File: config.mk
export PLATFORM = sky130hd
export DESIGN_NAME = hash_tree_layout_search_unit
export DESIGN_NICKNAME = d
export VERILOG_FILES = /design/src/hw/rtl/htls_pkg.sv /design/src/hw/rtl/htls_csr.sv /design/src/hw/rtl/htls_cdiv.sv /design/src/hw/rtl/htls_ctrl.sv /design/src/hw/rtl/hash_tree_layout_search_unit.sv
export SDC_FILE = /design/constraint.sdc
export NUM_CORES = 1
export LEC_CHECK = 0
export BUFFER_PORTS_ARGS = -buffer_cell sky130_fd_sc_hd__buf_2
export CORE_AREA = 2 2 179 357
export DETAILED_ROUTE_END_ITERATION = 12
export DIE_AREA = 0 0 181 359
export PLACE_DENSITY_LB_ADDON = 0.05
export SLEW_MARGIN = 20
export SYNTH_ARGS = -nofsm -noshare
export SYNTH_HDL_FRONTEND = slang
export SYNTH_SLANG_ARGS = --single-unit
File: constraint.sdc
create_clock -name clock -period 20.3 [get_ports clock]
set_clock_uncertainty 0.05 [all_clocks]
set_input_delay 0 -clock clock [delete_from_list [all_inputs] [get_ports clock]]
set_output_delay 0 -clock clock [all_outputs]
set_load 0.02 [all_outputs]
File: src/hw/rtl/htls_pkg.sv
// ----------------------------------------------------------------------------
// htls_pkg
// Shared types and constants of the hash tree layout search unit.
// ----------------------------------------------------------------------------
`default_nettype none

package htls_pkg;

   localparam int unsigned MAX_LEVELS = 16;
   localparam int unsigned LEVEL_CAP  = (MAX_LEVELS < 16) ? MAX_LEVELS : 16;

   localparam int unsigned BLK_W   = 32;                     // block counts
   localparam int unsigned FAN_W   = 9;                      // fanout register
   localparam int unsigned JPL_W   = 8;                      // journal per level
   localparam int unsigned LIDX_W  = 4;                      // level index
   localparam int unsigned LCNT_W  = 5;                      // level count
   localparam int unsigned JB_W    = JPL_W + LCNT_W - 1;     // 16 * 255 fits
   localparam int unsigned HB_W    = BLK_W + 1;
   localparam int unsigned USED_W  = BLK_W + 2;

   localparam int unsigned DIV_STEPS = BLK_W;
   localparam int unsigned DIV_CNT_W = $clog2(DIV_STEPS);

   localparam int unsigned ADDR_W = 3;
   localparam int unsigned DATA_W = 32;

   // register indexes
   localparam logic REG_FANOUT = 1'b0;
   localparam logic REG_JPL    = 1'b1;

   typedef struct packed {
      logic [FAN_W-1:0] fanout;   // already clamped to at least 2
      logic [JPL_W-1:0] jpl;
   } cfg_type;

   typedef struct packed {
      logic             start;
      logic [BLK_W-1:0] dividend;
   } div_req_type;

   typedef struct packed {
      logic             done;
      logic [BLK_W-1:0] quotient;  // ceiling of dividend / fanout
   } div_rsp_type;

endpackage

`default_nettype wire

File: src/hw/rtl/htls_csr.sv
// ----------------------------------------------------------------------------
// htls_csr
// Configuration registers: fanout and journal blocks per level.
// ----------------------------------------------------------------------------
`default_nettype none

module htls_csr (
   input  wire logic                        clock,
   input  wire logic                        reset,
   input  wire logic                        psel,
   input  wire logic                        penable,
   input  wire logic                        pwrite,
   input  wire logic [htls_pkg::ADDR_W-1:0] paddr,
   input  wire logic [htls_pkg::DATA_W-1:0] pwdata,
   output logic      [htls_pkg::DATA_W-1:0] prdata,
   output logic                             pready,
   output htls_pkg::cfg_type                cfg
);
   import htls_pkg::*;

   logic [FAN_W-1:0] fanout_ff, fanout_in;
   logic [JPL_W-1:0] jpl_ff, jpl_in;
   logic             wr_en;
   logic             reg_sel;

   assign pready  = 1'b1;
   assign wr_en   = psel & penable & pwrite;
   assign reg_sel = paddr[2];

   always_comb begin
      fanout_in = fanout_ff;
      jpl_in    = jpl_ff;
      if (wr_en) begin
         case (reg_sel)
            REG_FANOUT: fanout_in = pwdata[FAN_W-1:0];
            REG_JPL:    jpl_in    = pwdata[JPL_W-1:0];
            default:    ;
         endcase
      end
   end

   always_ff @(posedge clock) begin
      if (reset) begin
         fanout_ff <= FAN_W'(128);
         jpl_ff    <= JPL_W'(1);
      end else begin
         fanout_ff <= fanout_in;
         jpl_ff    <= jpl_in;
      end
   end

   always_comb begin
      case (reg_sel)
         REG_FANOUT: prdata = DATA_W'(fanout_ff);
         REG_JPL:    prdata = DATA_W'(jpl_ff);
         default:    prdata = '0;
      endcase
   end

   // a fanout below 2 would never converge; treat it as 2
   assign cfg.fanout = (fanout_ff < FAN_W'(2)) ? FAN_W'(2) : fanout_ff;
   assign cfg.jpl    = jpl_ff;

endmodule

`default_nettype wire

File: src/hw/rtl/htls_cdiv.sv
// ----------------------------------------------------------------------------
// htls_cdiv
// Shared ceiling divider: restoring radix-2, one quotient bit per cycle,
// then a rounding-up step.
// ----------------------------------------------------------------------------
`default_nettype none

module htls_cdiv (
   input  wire logic                       clock,
   input  wire logic                       reset,
   input  wire logic [htls_pkg::FAN_W-1:0] divisor,
   input  wire htls_pkg::div_req_type      div_req,
   output htls_pkg::div_rsp_type           div_rsp
);
   import htls_pkg::*;

   logic                 busy_ff, busy_in;
   logic                 fin_ff, fin_in;
   logic                 done_ff, done_in;
   logic [DIV_CNT_W-1:0] cnt_ff, cnt_in;
   logic [BLK_W-1:0]     quo_ff, quo_in;
   logic [FAN_W-1:0]     rem_ff, rem_in;
   logic [BLK_W-1:0]     res_ff, res_in;
   logic [FAN_W:0]       rem_sh;
   logic                 ge;

   assign rem_sh = {rem_ff, quo_ff[BLK_W-1]};
   assign ge     = rem_sh >= {1'b0, divisor};

   always_comb begin
      busy_in = busy_ff;
      fin_in  = 1'b0;
      done_in = 1'b0;
      cnt_in  = cnt_ff;
      quo_in  = quo_ff;
      rem_in  = rem_ff;
      res_in  = res_ff;
      if (div_req.start) begin
         busy_in = 1'b1;
         cnt_in  = '0;
         quo_in  = div_req.dividend;
         rem_in  = '0;
      end else if (busy_ff) begin
         rem_in = ge ? FAN_W'(rem_sh - {1'b0, divisor}) : rem_sh[FAN_W-1:0];
         quo_in = {quo_ff[BLK_W-2:0], ge};
         cnt_in = cnt_ff + DIV_CNT_W'(1);
         if (cnt_ff == DIV_CNT_W'(DIV_STEPS - 1)) begin
            busy_in = 1'b0;
            fin_in  = 1'b1;
         end
      end else if (fin_ff) begin
         res_in  = quo_ff + BLK_W'(rem_ff != '0);
         done_in = 1'b1;
      end
   end

   always_ff @(posedge clock) begin
      if (reset) begin
         busy_ff <= 1'b0;
         fin_ff  <= 1'b0;
         done_ff <= 1'b0;
      end else begin
         busy_ff <= busy_in;
         fin_ff  <= fin_in;
         done_ff <= done_in;
      end
      cnt_ff <= cnt_in;
      quo_ff <= quo_in;
      rem_ff <= rem_in;
      res_ff <= res_in;
   end

   assign div_rsp.done     = done_ff;
   assign div_rsp.quotient = res_ff;

`ifndef SYNTHESIS
   a_no_overlap: assert property (@(posedge clock) disable iff (reset)
      div_req.start |-> !busy_ff && !fin_ff)
      else $error("divider restarted while busy");

   a_done_after_fin: assert property (@(posedge clock) disable iff (reset)
      fin_ff && !div_req.start |=> div_rsp.done)
      else $error("divider result missing");

   a_not_both: assert property (@(posedge clock) disable iff (reset)
      !(busy_ff && fin_ff))
      else $error("divider busy and finishing together");
`endif

endmodule

`default_nettype wire

File: src/hw/rtl/htls_ctrl.sv
// ----------------------------------------------------------------------------
// htls_ctrl
// Search sequencer: binary search over data block counts, tree build per
// candidate through the shared divider, then one transfer per tree level, or a single failed transfer.
// ----------------------------------------------------------------------------
`default_nettype none

module htls_ctrl (
   input  wire logic                        clock,
   input  wire logic                        reset,
   input  wire htls_pkg::cfg_type           cfg,
   input  wire logic                        req_valid,
   output logic                             req_stall,
   input  wire logic [htls_pkg::BLK_W-1:0]  req_total_blocks,
   output logic                             rsp_valid,
   input  wire logic                        rsp_stall,
   output logic      [htls_pkg::LIDX_W-1:0] rsp_level_index,
   output logic      [htls_pkg::BLK_W-1:0]  rsp_level_blocks,
   output logic      [htls_pkg::BLK_W-1:0]  rsp_data_count,
   output logic      [htls_pkg::BLK_W-1:0]  rsp_hash_count,
   output logic      [htls_pkg::BLK_W-1:0]  rsp_journal_blocks,
   output logic      [htls_pkg::BLK_W-1:0]  rsp_pad_count,
   output logic      [htls_pkg::LCNT_W-1:0] rsp_level_count,
   output logic                             rsp_failed,
   output logic                             rsp_last,
   output htls_pkg::div_req_type            div_req,
   input  wire htls_pkg::div_rsp_type       div_rsp
);
   import htls_pkg::*;

   typedef enum logic [6:0] {
      ST_IDLE  = 7'b0000001,
      ST_CHECK = 7'b0000010,
      ST_DIV   = 7'b0000100,
      ST_EVAL  = 7'b0001000,
      ST_DONE  = 7'b0010000,
      ST_EDIV  = 7'b0100000,
      ST_EOUT  = 7'b1000000
   } state_type;

   state_type state_ff, state_in;

   logic [BLK_W-1:0]  blocks_ff, blocks_in;
   logic [BLK_W-1:0]  low_ff, low_in;
   logic [BLK_W-1:0]  high_ff, high_in;
   logic [BLK_W-1:0]  mid_ff, mid_in;
   logic [LCNT_W-1:0] lev_ff, lev_in;
   logic [HB_W-1:0]   hb_ff, hb_in;
   logic [JB_W-1:0]   jb_ff, jb_in;
   logic              found_ff, found_in;
   logic [BLK_W-1:0]  best_db_ff, best_db_in;
   logic [BLK_W-1:0]  best_hb_ff, best_hb_in;
   logic [JB_W-1:0]   best_jb_ff, best_jb_in;
   logic [BLK_W-1:0]  best_pad_ff, best_pad_in;
   logic [LCNT_W-1:0] best_lev_ff, best_lev_in;

   logic [LIDX_W-1:0] lidx_ff, lidx_in;
   logic [BLK_W-1:0]  lblk_ff, lblk_in;
   logic [BLK_W-1:0]  odb_ff, odb_in;
   logic [BLK_W-1:0]  ohb_ff, ohb_in;
   logic [BLK_W-1:0]  ojb_ff, ojb_in;
   logic [BLK_W-1:0]  opad_ff, opad_in;
   logic [LCNT_W-1:0] olev_ff, olev_in;
   logic              ofail_ff, ofail_in;
   logic              olast_ff, olast_in;

   logic [BLK_W-1:0]  mid_calc;
   logic              search_on;
   logic [USED_W-1:0] used;
   logic              fits;
   logic [BLK_W-1:0]  pad;

   assign mid_calc  = low_ff + ((high_ff - low_ff) >> 1);
   assign search_on = (high_ff >= low_ff) && (high_ff != '0);
   assign used      = USED_W'(mid_ff) + USED_W'(hb_ff) + USED_W'(jb_ff);
   assign fits      = used <= USED_W'(blocks_ff);
   assign pad       = blocks_ff - used[BLK_W-1:0];

   always_comb begin
      state_in    = state_ff;
      blocks_in   = blocks_ff;
      low_in      = low_ff;
      high_in     = high_ff;
      mid_in      = mid_ff;
      lev_in      = lev_ff;
      hb_in       = hb_ff;
      jb_in       = jb_ff;
      found_in    = found_ff;
      best_db_in  = best_db_ff;
      best_hb_in  = best_hb_ff;
      best_jb_in  = best_jb_ff;
      best_pad_in = best_pad_ff;
      best_lev_in = best_lev_ff;
      lidx_in     = lidx_ff;
      lblk_in     = lblk_ff;
      odb_in      = odb_ff;
      ohb_in      = ohb_ff;
      ojb_in      = ojb_ff;
      opad_in     = opad_ff;
      olev_in     = olev_ff;
      ofail_in    = ofail_ff;
      olast_in    = olast_ff;
      div_req.start    = 1'b0;
      div_req.dividend = mid_calc;

      case (state_ff)
         ST_IDLE: begin
            if (req_valid) begin
               if (req_total_blocks < BLK_W'(2)) begin
                  state_in = ST_DONE;
                  found_in = 1'b0;
               end else begin
                  blocks_in   = req_total_blocks - BLK_W'(1);
                  low_in      = '0;
                  high_in     = req_total_blocks - BLK_W'(1);
                  best_pad_in = req_total_blocks - BLK_W'(1);
                  found_in    = 1'b0;
                  state_in    = ST_CHECK;
               end
            end
         end
         ST_CHECK: begin
            if (!search_on || mid_calc == '0) begin
               state_in = ST_DONE;
            end else begin
               mid_in           = mid_calc;
               lev_in           = '0;
               hb_in            = '0;
               jb_in            = '0;
               div_req.start    = 1'b1;
               div_req.dividend = mid_calc;
               state_in         = ST_DIV;
            end
         end
         ST_DIV: begin
            if (div_rsp.done) begin
               if (div_rsp.quotient == BLK_W'(1)) begin
                  // top level reached
                  lev_in   = lev_ff + LCNT_W'(1);
                  hb_in    = hb_ff + HB_W'(1);
                  jb_in    = jb_ff + JB_W'(cfg.jpl);
                  state_in = ST_EVAL;
               end else if (lev_ff >= LCNT_W'(LEVEL_CAP - 1)) begin
                  // tree too tall: candidate counts as too big
                  high_in  = mid_ff - BLK_W'(1);
                  state_in = ST_CHECK;
               end else begin
                  lev_in           = lev_ff + LCNT_W'(1);
                  hb_in            = hb_ff + HB_W'(div_rsp.quotient);
                  jb_in            = jb_ff + JB_W'(cfg.jpl);
                  div_req.start    = 1'b1;
                  div_req.dividend = div_rsp.quotient;
               end
            end
         end
         ST_EVAL: begin
            if (fits && pad < best_pad_ff) begin
               found_in    = 1'b1;
               best_db_in  = mid_ff;
               best_hb_in  = hb_ff[BLK_W-1:0];
               best_jb_in  = jb_ff;
               best_pad_in = pad;
               best_lev_in = lev_ff;
            end
            if (fits && used == USED_W'(blocks_ff)) begin
               state_in = ST_DONE;
            end else if (!fits) begin
               high_in  = mid_ff - BLK_W'(1);
               state_in = ST_CHECK;
            end else begin
               low_in   = mid_ff + BLK_W'(1);
               state_in = ST_CHECK;
            end
         end
         ST_DONE: begin
            if (found_ff) begin
               lidx_in          = '0;
               div_req.start    = 1'b1;
               div_req.dividend = best_db_ff;
               state_in         = ST_EDIV;
            end else begin
               lidx_in  = '0;
               lblk_in  = '0;
               odb_in   = '0;
               ohb_in   = '0;
               ojb_in   = '0;
               opad_in  = '0;
               olev_in  = '0;
               ofail_in = 1'b1;
               olast_in = 1'b1;
               state_in = ST_EOUT;
            end
         end
         ST_EDIV: begin
            // levels are rebuilt from the chosen data count on the way out
            if (div_rsp.done) begin
               lblk_in  = div_rsp.quotient;
               odb_in   = best_db_ff;
               ohb_in   = best_hb_ff;
               ojb_in   = BLK_W'(best_jb_ff);
               opad_in  = best_pad_ff;
               olev_in  = best_lev_ff;
               ofail_in = 1'b0;
               olast_in = div_rsp.quotient == BLK_W'(1);
               state_in = ST_EOUT;
            end
         end
         ST_EOUT: begin
            if (!rsp_stall) begin
               if (olast_ff) begin
                  state_in = ST_IDLE;
               end else begin
                  lidx_in          = lidx_ff + LIDX_W'(1);
                  div_req.start    = 1'b1;
                  div_req.dividend = lblk_ff;
                  state_in         = ST_EDIV;
               end
            end
         end
         default: state_in = ST_IDLE;
      endcase
   end

   always_ff @(posedge clock) begin
      if (reset) begin
         state_ff <= ST_IDLE;
         found_ff <= 1'b0;
      end else begin
         state_ff <= state_in;
         found_ff <= found_in;
      end
      blocks_ff   <= blocks_in;
      low_ff      <= low_in;
      high_ff     <= high_in;
      mid_ff      <= mid_in;
      lev_ff      <= lev_in;
      hb_ff       <= hb_in;
      jb_ff       <= jb_in;
      best_db_ff  <= best_db_in;
      best_hb_ff  <= best_hb_in;
      best_jb_ff  <= best_jb_in;
      best_pad_ff <= best_pad_in;
      best_lev_ff <= best_lev_in;
      lidx_ff     <= lidx_in;
      lblk_ff     <= lblk_in;
      odb_ff      <= odb_in;
      ohb_ff      <= ohb_in;
      ojb_ff      <= ojb_in;
      opad_ff     <= opad_in;
      olev_ff     <= olev_in;
      ofail_ff    <= ofail_in;
      olast_ff    <= olast_in;
   end

   assign req_stall          = state_ff != ST_IDLE;
   assign rsp_valid          = state_ff == ST_EOUT;
   assign rsp_level_index    = lidx_ff;
   assign rsp_level_blocks   = lblk_ff;
   assign rsp_data_count     = odb_ff;
   assign rsp_hash_count     = ohb_ff;
   assign rsp_journal_blocks = ojb_ff;
   assign rsp_pad_count      = opad_ff;
   assign rsp_level_count    = olev_ff;
   assign rsp_failed         = ofail_ff;
   assign rsp_last           = olast_ff;

`ifndef SYNTHESIS
   a_busy_while_out: assert property (@(posedge clock) disable iff (reset)
      rsp_valid |-> req_stall)
      else $error("input taken while a result is pending");

   a_fail_is_last: assert property (@(posedge clock) disable iff (reset)
      rsp_valid && rsp_failed |-> rsp_last)
      else $error("failed result not marked last");

   a_index_in_range: assert property (@(posedge clock) disable iff (reset)
      rsp_valid && !rsp_failed |-> LCNT_W'(rsp_level_index) < rsp_level_count)
      else $error("level index beyond level count");

   a_top_is_one: assert property (@(posedge clock) disable iff (reset)
      rsp_valid && !rsp_failed && rsp_last |-> rsp_level_blocks == BLK_W'(1))
      else $error("top level not a single block");

   a_idle_after_last: assert property (@(posedge clock) disable iff (reset)
      rsp_valid && !rsp_stall && rsp_last |=> !req_stall)
      else $error("not ready after final transfer");
`endif

endmodule

`default_nettype wire

File: src/hw/rtl/hash_tree_layout_search_unit.sv
// ----------------------------------------------------------------------------
// hash_tree_layout_search_unit
// Hash tree layout search: picks the data block count that best fills a
// device and reports the hash tree one level per transfer.
// ----------------------------------------------------------------------------
// One input at a time: req_stall stays high from the accepted transfer until
// the final result (rsp_last) has been taken. Every ceiling division runs
// through one shared radix-2 divider; a search step runs one division per
// tree level (a candidate whose tree grows past the level cap stops at that
// point), the search takes up to 32 steps, and output adds one division and
// one transfer per tree level, plus any wait while the result side stalls.
// The default fanout is 128. Devices below two blocks skip the search and
// offer a single failed result by way of the done state.
`default_nettype none

module hash_tree_layout_search_unit (
   input  wire logic                        clock,
   input  wire logic                        reset,
   input  wire logic                        req_valid,
   output logic                             req_stall,
   input  wire logic [htls_pkg::BLK_W-1:0]  req_total_blocks,
   output logic                             rsp_valid,
   input  wire logic                        rsp_stall,
   output logic      [htls_pkg::LIDX_W-1:0] rsp_level_index,
   output logic      [htls_pkg::BLK_W-1:0]  rsp_level_blocks,
   output logic      [htls_pkg::BLK_W-1:0]  rsp_data_count,
   output logic      [htls_pkg::BLK_W-1:0]  rsp_hash_count,
   output logic      [htls_pkg::BLK_W-1:0]  rsp_journal_blocks,
   output logic      [htls_pkg::BLK_W-1:0]  rsp_pad_count,
   output logic      [htls_pkg::LCNT_W-1:0] rsp_level_count,
   output logic                             rsp_failed,
   output logic                             rsp_last,
   input  wire logic                        psel,
   input  wire logic                        penable,
   input  wire logic                        pwrite,
   input  wire logic [htls_pkg::ADDR_W-1:0] paddr,
   input  wire logic [htls_pkg::DATA_W-1:0] pwdata,
   output logic      [htls_pkg::DATA_W-1:0] prdata,
   output logic                             pready
);
   import htls_pkg::*;

   cfg_type     cfg;
   div_req_type div_req;
   div_rsp_type div_rsp;

   htls_csr u_csr (
      .clock   (clock),
      .reset   (reset),
      .psel    (psel),
      .penable (penable),
      .pwrite  (pwrite),
      .paddr   (paddr),
      .pwdata  (pwdata),
      .prdata  (prdata),
      .pready  (pready),
      .cfg     (cfg)
   );

   htls_cdiv u_cdiv (
      .clock   (clock),
      .reset   (reset),
      .divisor (cfg.fanout),
      .div_req (div_req),
      .div_rsp (div_rsp)
   );

   htls_ctrl u_ctrl (
      .clock              (clock),
      .reset              (reset),
      .cfg                (cfg),
      .req_valid          (req_valid),
      .req_stall          (req_stall),
      .req_total_blocks   (req_total_blocks),
      .rsp_valid          (rsp_valid),
      .rsp_stall          (rsp_stall),
      .rsp_level_index    (rsp_level_index),
      .rsp_level_blocks   (rsp_level_blocks),
      .rsp_data_count     (rsp_data_count),
      .rsp_hash_count     (rsp_hash_count),
      .rsp_journal_blocks (rsp_journal_blocks),
      .rsp_pad_count      (rsp_pad_count),
      .rsp_level_count    (rsp_level_count),
      .rsp_failed         (rsp_failed),
      .rsp_last           (rsp_last),
      .div_req            (div_req),
      .div_rsp            (div_rsp)
   );

endmodule

`default_nettype wire
==> impl_metrics.ini <==
[outcome]
outcome = completed

[finish]
final_cells = 4337
fin_area_um2 = 38100
multi_input_area_um2 = 16400
fillers = 5229
final-seq-area_um2 = 16000
layout.nets = 3861
area_delta_synth_final_pct = 12.4
drive_gt1_share_pct = 10.9

[route]
initialDrtViolationCount = 2155
drc_errors = 0
dr.pass1.iters = 7
wl_mm = 97.4
vias = 25500
ant_nets = 0
viasPerCell = 5.89
post_drt_wl_per_cell_um = 22.5

[power]
max-vdd-ir-drop_mv = 0.0802
leakagePower_nw = 15.8
powerDensity_nw_per_um2 = 113
p_total_w = 0.00431

[clock_tree]
hold_buffers = 78
post_cts_buffers = 0
root_buffer = clkbuf_16
h-tree-depth = 2
insertion_delay_ns = 0.63
numClockSinks = 548
cts_max_path_buffers = 3
path_clk_slew_ns = 0.07
numCtsBuffers = 51
ctsResizeCount = 0
cts_tree = built

[yosys]
synth-xor-area-share_pct = 7.08
yosys.area_share.simple_pct = 14.9
async_reset_ff_share_pct = 0
mappedNetlistArea_um2 = 33900
synth_enable_flop_cells = 506
synth_top_family_by_area = simple AND/OR/NAND/NOR gates
synth-compound-area-share_pct = 12.8
ys_top_cells_by_area = edfxtp_1 45%, ha_1 9.9%, xnor2_1 4.0%
ys.flop_type = edfxtp_1
seq_area_frac_synth_pct = 47.3
ys_ff_latch = 548
avgSynthCellArea_um2 = 10.4
synth_mux_area_share_pct = 1.88
ys_types = 86
synthAdderAreaFrac_pct = 11.0
yosysTopAreaCell = edfxtp_1
synth.top_cell.area_share_pct = 44.8
synth_cells = 3258
ys_warn_count = 0

[floorplanning]
die_x_um = 181
die_area_um2 = 65000
io_pins = 280
initial_utilization_pct = 54.3
core-area_um2 = 62500
fp.dieH_um = 359
rows = 130

[worst_setup_path]
required_ns = 20.48
cp_max_fo = 48
rr_worst_depth = 29
rrSetupSlack_ns = 11.57
cp_data_arrival_time_ns = 8.91
crit_slowest_cell = edfxtp_1
cp-start-kind = flip-flop
endpoint_kind = flip-flop
cp_slowest_stage_delay_ns = 0.69
reg2reg_to = u_ctrl.best_db_ff[16]
critPathKind = reg2reg
r2r_start = u_ctrl.mid_ff[2]

[global_route]
globalRouteOverflowTotal = 0
antenna_found_initial = 2
grt_pass1_wl_mm = 147
grt_max_degree = 99
grt_pass1_vias = 24900
track_usage_pct = 29.7

[placed_design]
dp_hpwl_mm = 72.2
dp.cells = 4161
place_area_um2 = 35500
io_buffer_count = 210
gp_congestion = 0.924

[min_path]
hold_class = in2reg
hold_path_end = u_csr.fanout_ff[3]
hold_depth = 4
hold_start = pwdata[3]

[timing]
min_period_ns = 8.73
timing.final.hold_violations = 0
min_period_over_period_pct = 43.0
slew_viol_final = 0
clock.fmax_mhz = 115
setup_viol = 0
relSlewSlack_pct = 23.7
rsz0062_at_grt = false
tightest_slew_ns = 1.13
fin_tns_setup_ns = 0

[run]
max-cap-violations = 0
## cells by family (layout without fill, tap and decap cells)
family	Yosys count	count (layout)
AOI/OAI and AO/OA	669	669
xor gates and xnor gates	274	274
adders and majority gates	287	287
DFF	548	548
muxes	48	48
buffers and inverters	390	632
other	2	47
and+or+nand+nor	1040	1040
## synth_stat cells, types with 7 or more instances
library cell    n
edfxtp_1      506
nor2_1        310
ha_1          268
nand2_1       239
inv_1         222
a21oi_1       210
xnor2_1       155
o21ai_0       132
and2_1        130
xor2_1        119
clkbuf_1      109
a21o_1        108
nand3_1        64
nor3_1         60
buf_4          44
nor4_1         43
dfxtp_1        42
nand4_1        36
nand2b_1       34
a222oi_1       31
o21a_1         31
mux2_4         30
and3_1         28
nor2b_1        24
a211oi_1       23
a31oi_1        21
or3_1          20
fa_1           19
o21bai_1       19
mux2i_1        13
o211ai_1       10
or2_2          10
or4_1          10
a211o_1         9
a221o_1         8
and4_1          8
a21boi_0        7
o2111ai_1       7
## cell type report
cell class                      count  area share (%)
Multi-Input combinational cell   2362            43.1
Sequential cell                   548            42.1
Timing Repair Buffer              314            5.32
Clock buffer                       63            3.63
Tap cell                          792            2.60
Inverter                          223            2.20
Clock inverter                     32            1.09
Antenna cell                        3          0.0197
## critical path, delay by kind of cell, from the launching register on
kind            cells  cell delay [ns]
fa+ha+maj           4             1.50
simple gates        5             0.57
buf+inv             2             1.17
xor+xnor            2             0.40
compound gates     16             3.75
flops               1             0.69
## flip-flops by register name (all words and copies together) (netlist names), 7 cells and up
signal and cells:
u_ctrl.rsp_hash_count 32, u_ctrl.rsp_level_blocks 32, u_ctrl.jb_ff 12, u_ctrl.rsp_data_count 32, u_cdiv.quo_ff 32, u_ctrl.hb_ff 33
u_ctrl.blocks_ff 32, u_ctrl.best_pad_ff 32, u_ctrl.best_hb_ff 32, u_ctrl.rsp_pad_count 32, u_ctrl.rsp_journal_blocks 12, u_ctrl.state_ff 7
u_ctrl.high_ff 32, u_ctrl.mid_ff 32, u_csr.fanout_ff 9, u_ctrl.best_jb_ff 12, u_ctrl.best_db_ff 32, u_cdiv.res_ff 32
u_ctrl.low_ff 32, u_csr.jpl_ff 8, u_cdiv.rem_ff 9
## how the worst max path moves through the flow
stage / endpoint / startpoint / cells past startpoint
after floorplan: u_ctrl.best_pad_ff[0] / u_ctrl.mid_ff[1] / 31
after global placement: u_ctrl.best_db_ff[29] / u_ctrl.mid_ff[2] / 29
after detailed placement: u_ctrl.best_jb_ff[3] / u_ctrl.mid_ff[2] / 29
after CTS: u_ctrl.best_db_ff[16] / u_ctrl.mid_ff[2] / 29
after global routing: u_ctrl.best_db_ff[27] / u_ctrl.jb_ff[1] / 32
final: u_ctrl.best_db_ff[16] / u_ctrl.mid_ff[2] / 29
## where the power goes
group	switching [W]	total, W	internal [W]
combinational	0.00112	0.00181	0.000695
clock	0.000466	0.00106	0.000592
sequential	0.0000746	0.00144	0.00137
## routing by layer
metal | wire [um] | vias up | track usage [%]
met3 | 4790 | 256 | 2.60
met1 | 36900 | 12200 | 34.5
met4 | 7660 | 0 | 20.7
met2 | 48100 | 942 | 51.8
li1 | - | 12100 | -
met5 | 0 | - | 0
## stage by stage
| stage | setup slack, ns | hold WS (ns) | util, % |
|---|---|---|---|
| 2_1_floorplan | 5.28 | 0.0678 | - |
| 3_3_place_gp | 11.80 | 0.191 | 56.9 |
| 3_5_place_dp | 11.66 | 0.198 | 56.9 |
| 4_1_cts | 11.58 | 0.0977 | 61.0 |
| 5_1_grt | 10.82 | 0.138 | 61.0 |
| 6_report | 11.57 | 0.137 | 61.0 |
## layout by cell type (no fill, tap or decap), types with 44 or more instances in the layout
cell / instances
clkbuf_16: 52
a21o_1: 108
dlygate4sd3_1: 78
nand3_1: 64
o21ai_0: 131
ha_1: 268
nor3_1: 59
buf_2: 210
and2_1: 130
xnor2_1: 155
nor2_1: 305
a21oi_1: 210
edfxtp_1: 506
conb_1: 44
inv_1: 222
xor2_1: 119
nand2_1: 238
Note: power is estimated with default switching activity, not from simulation.
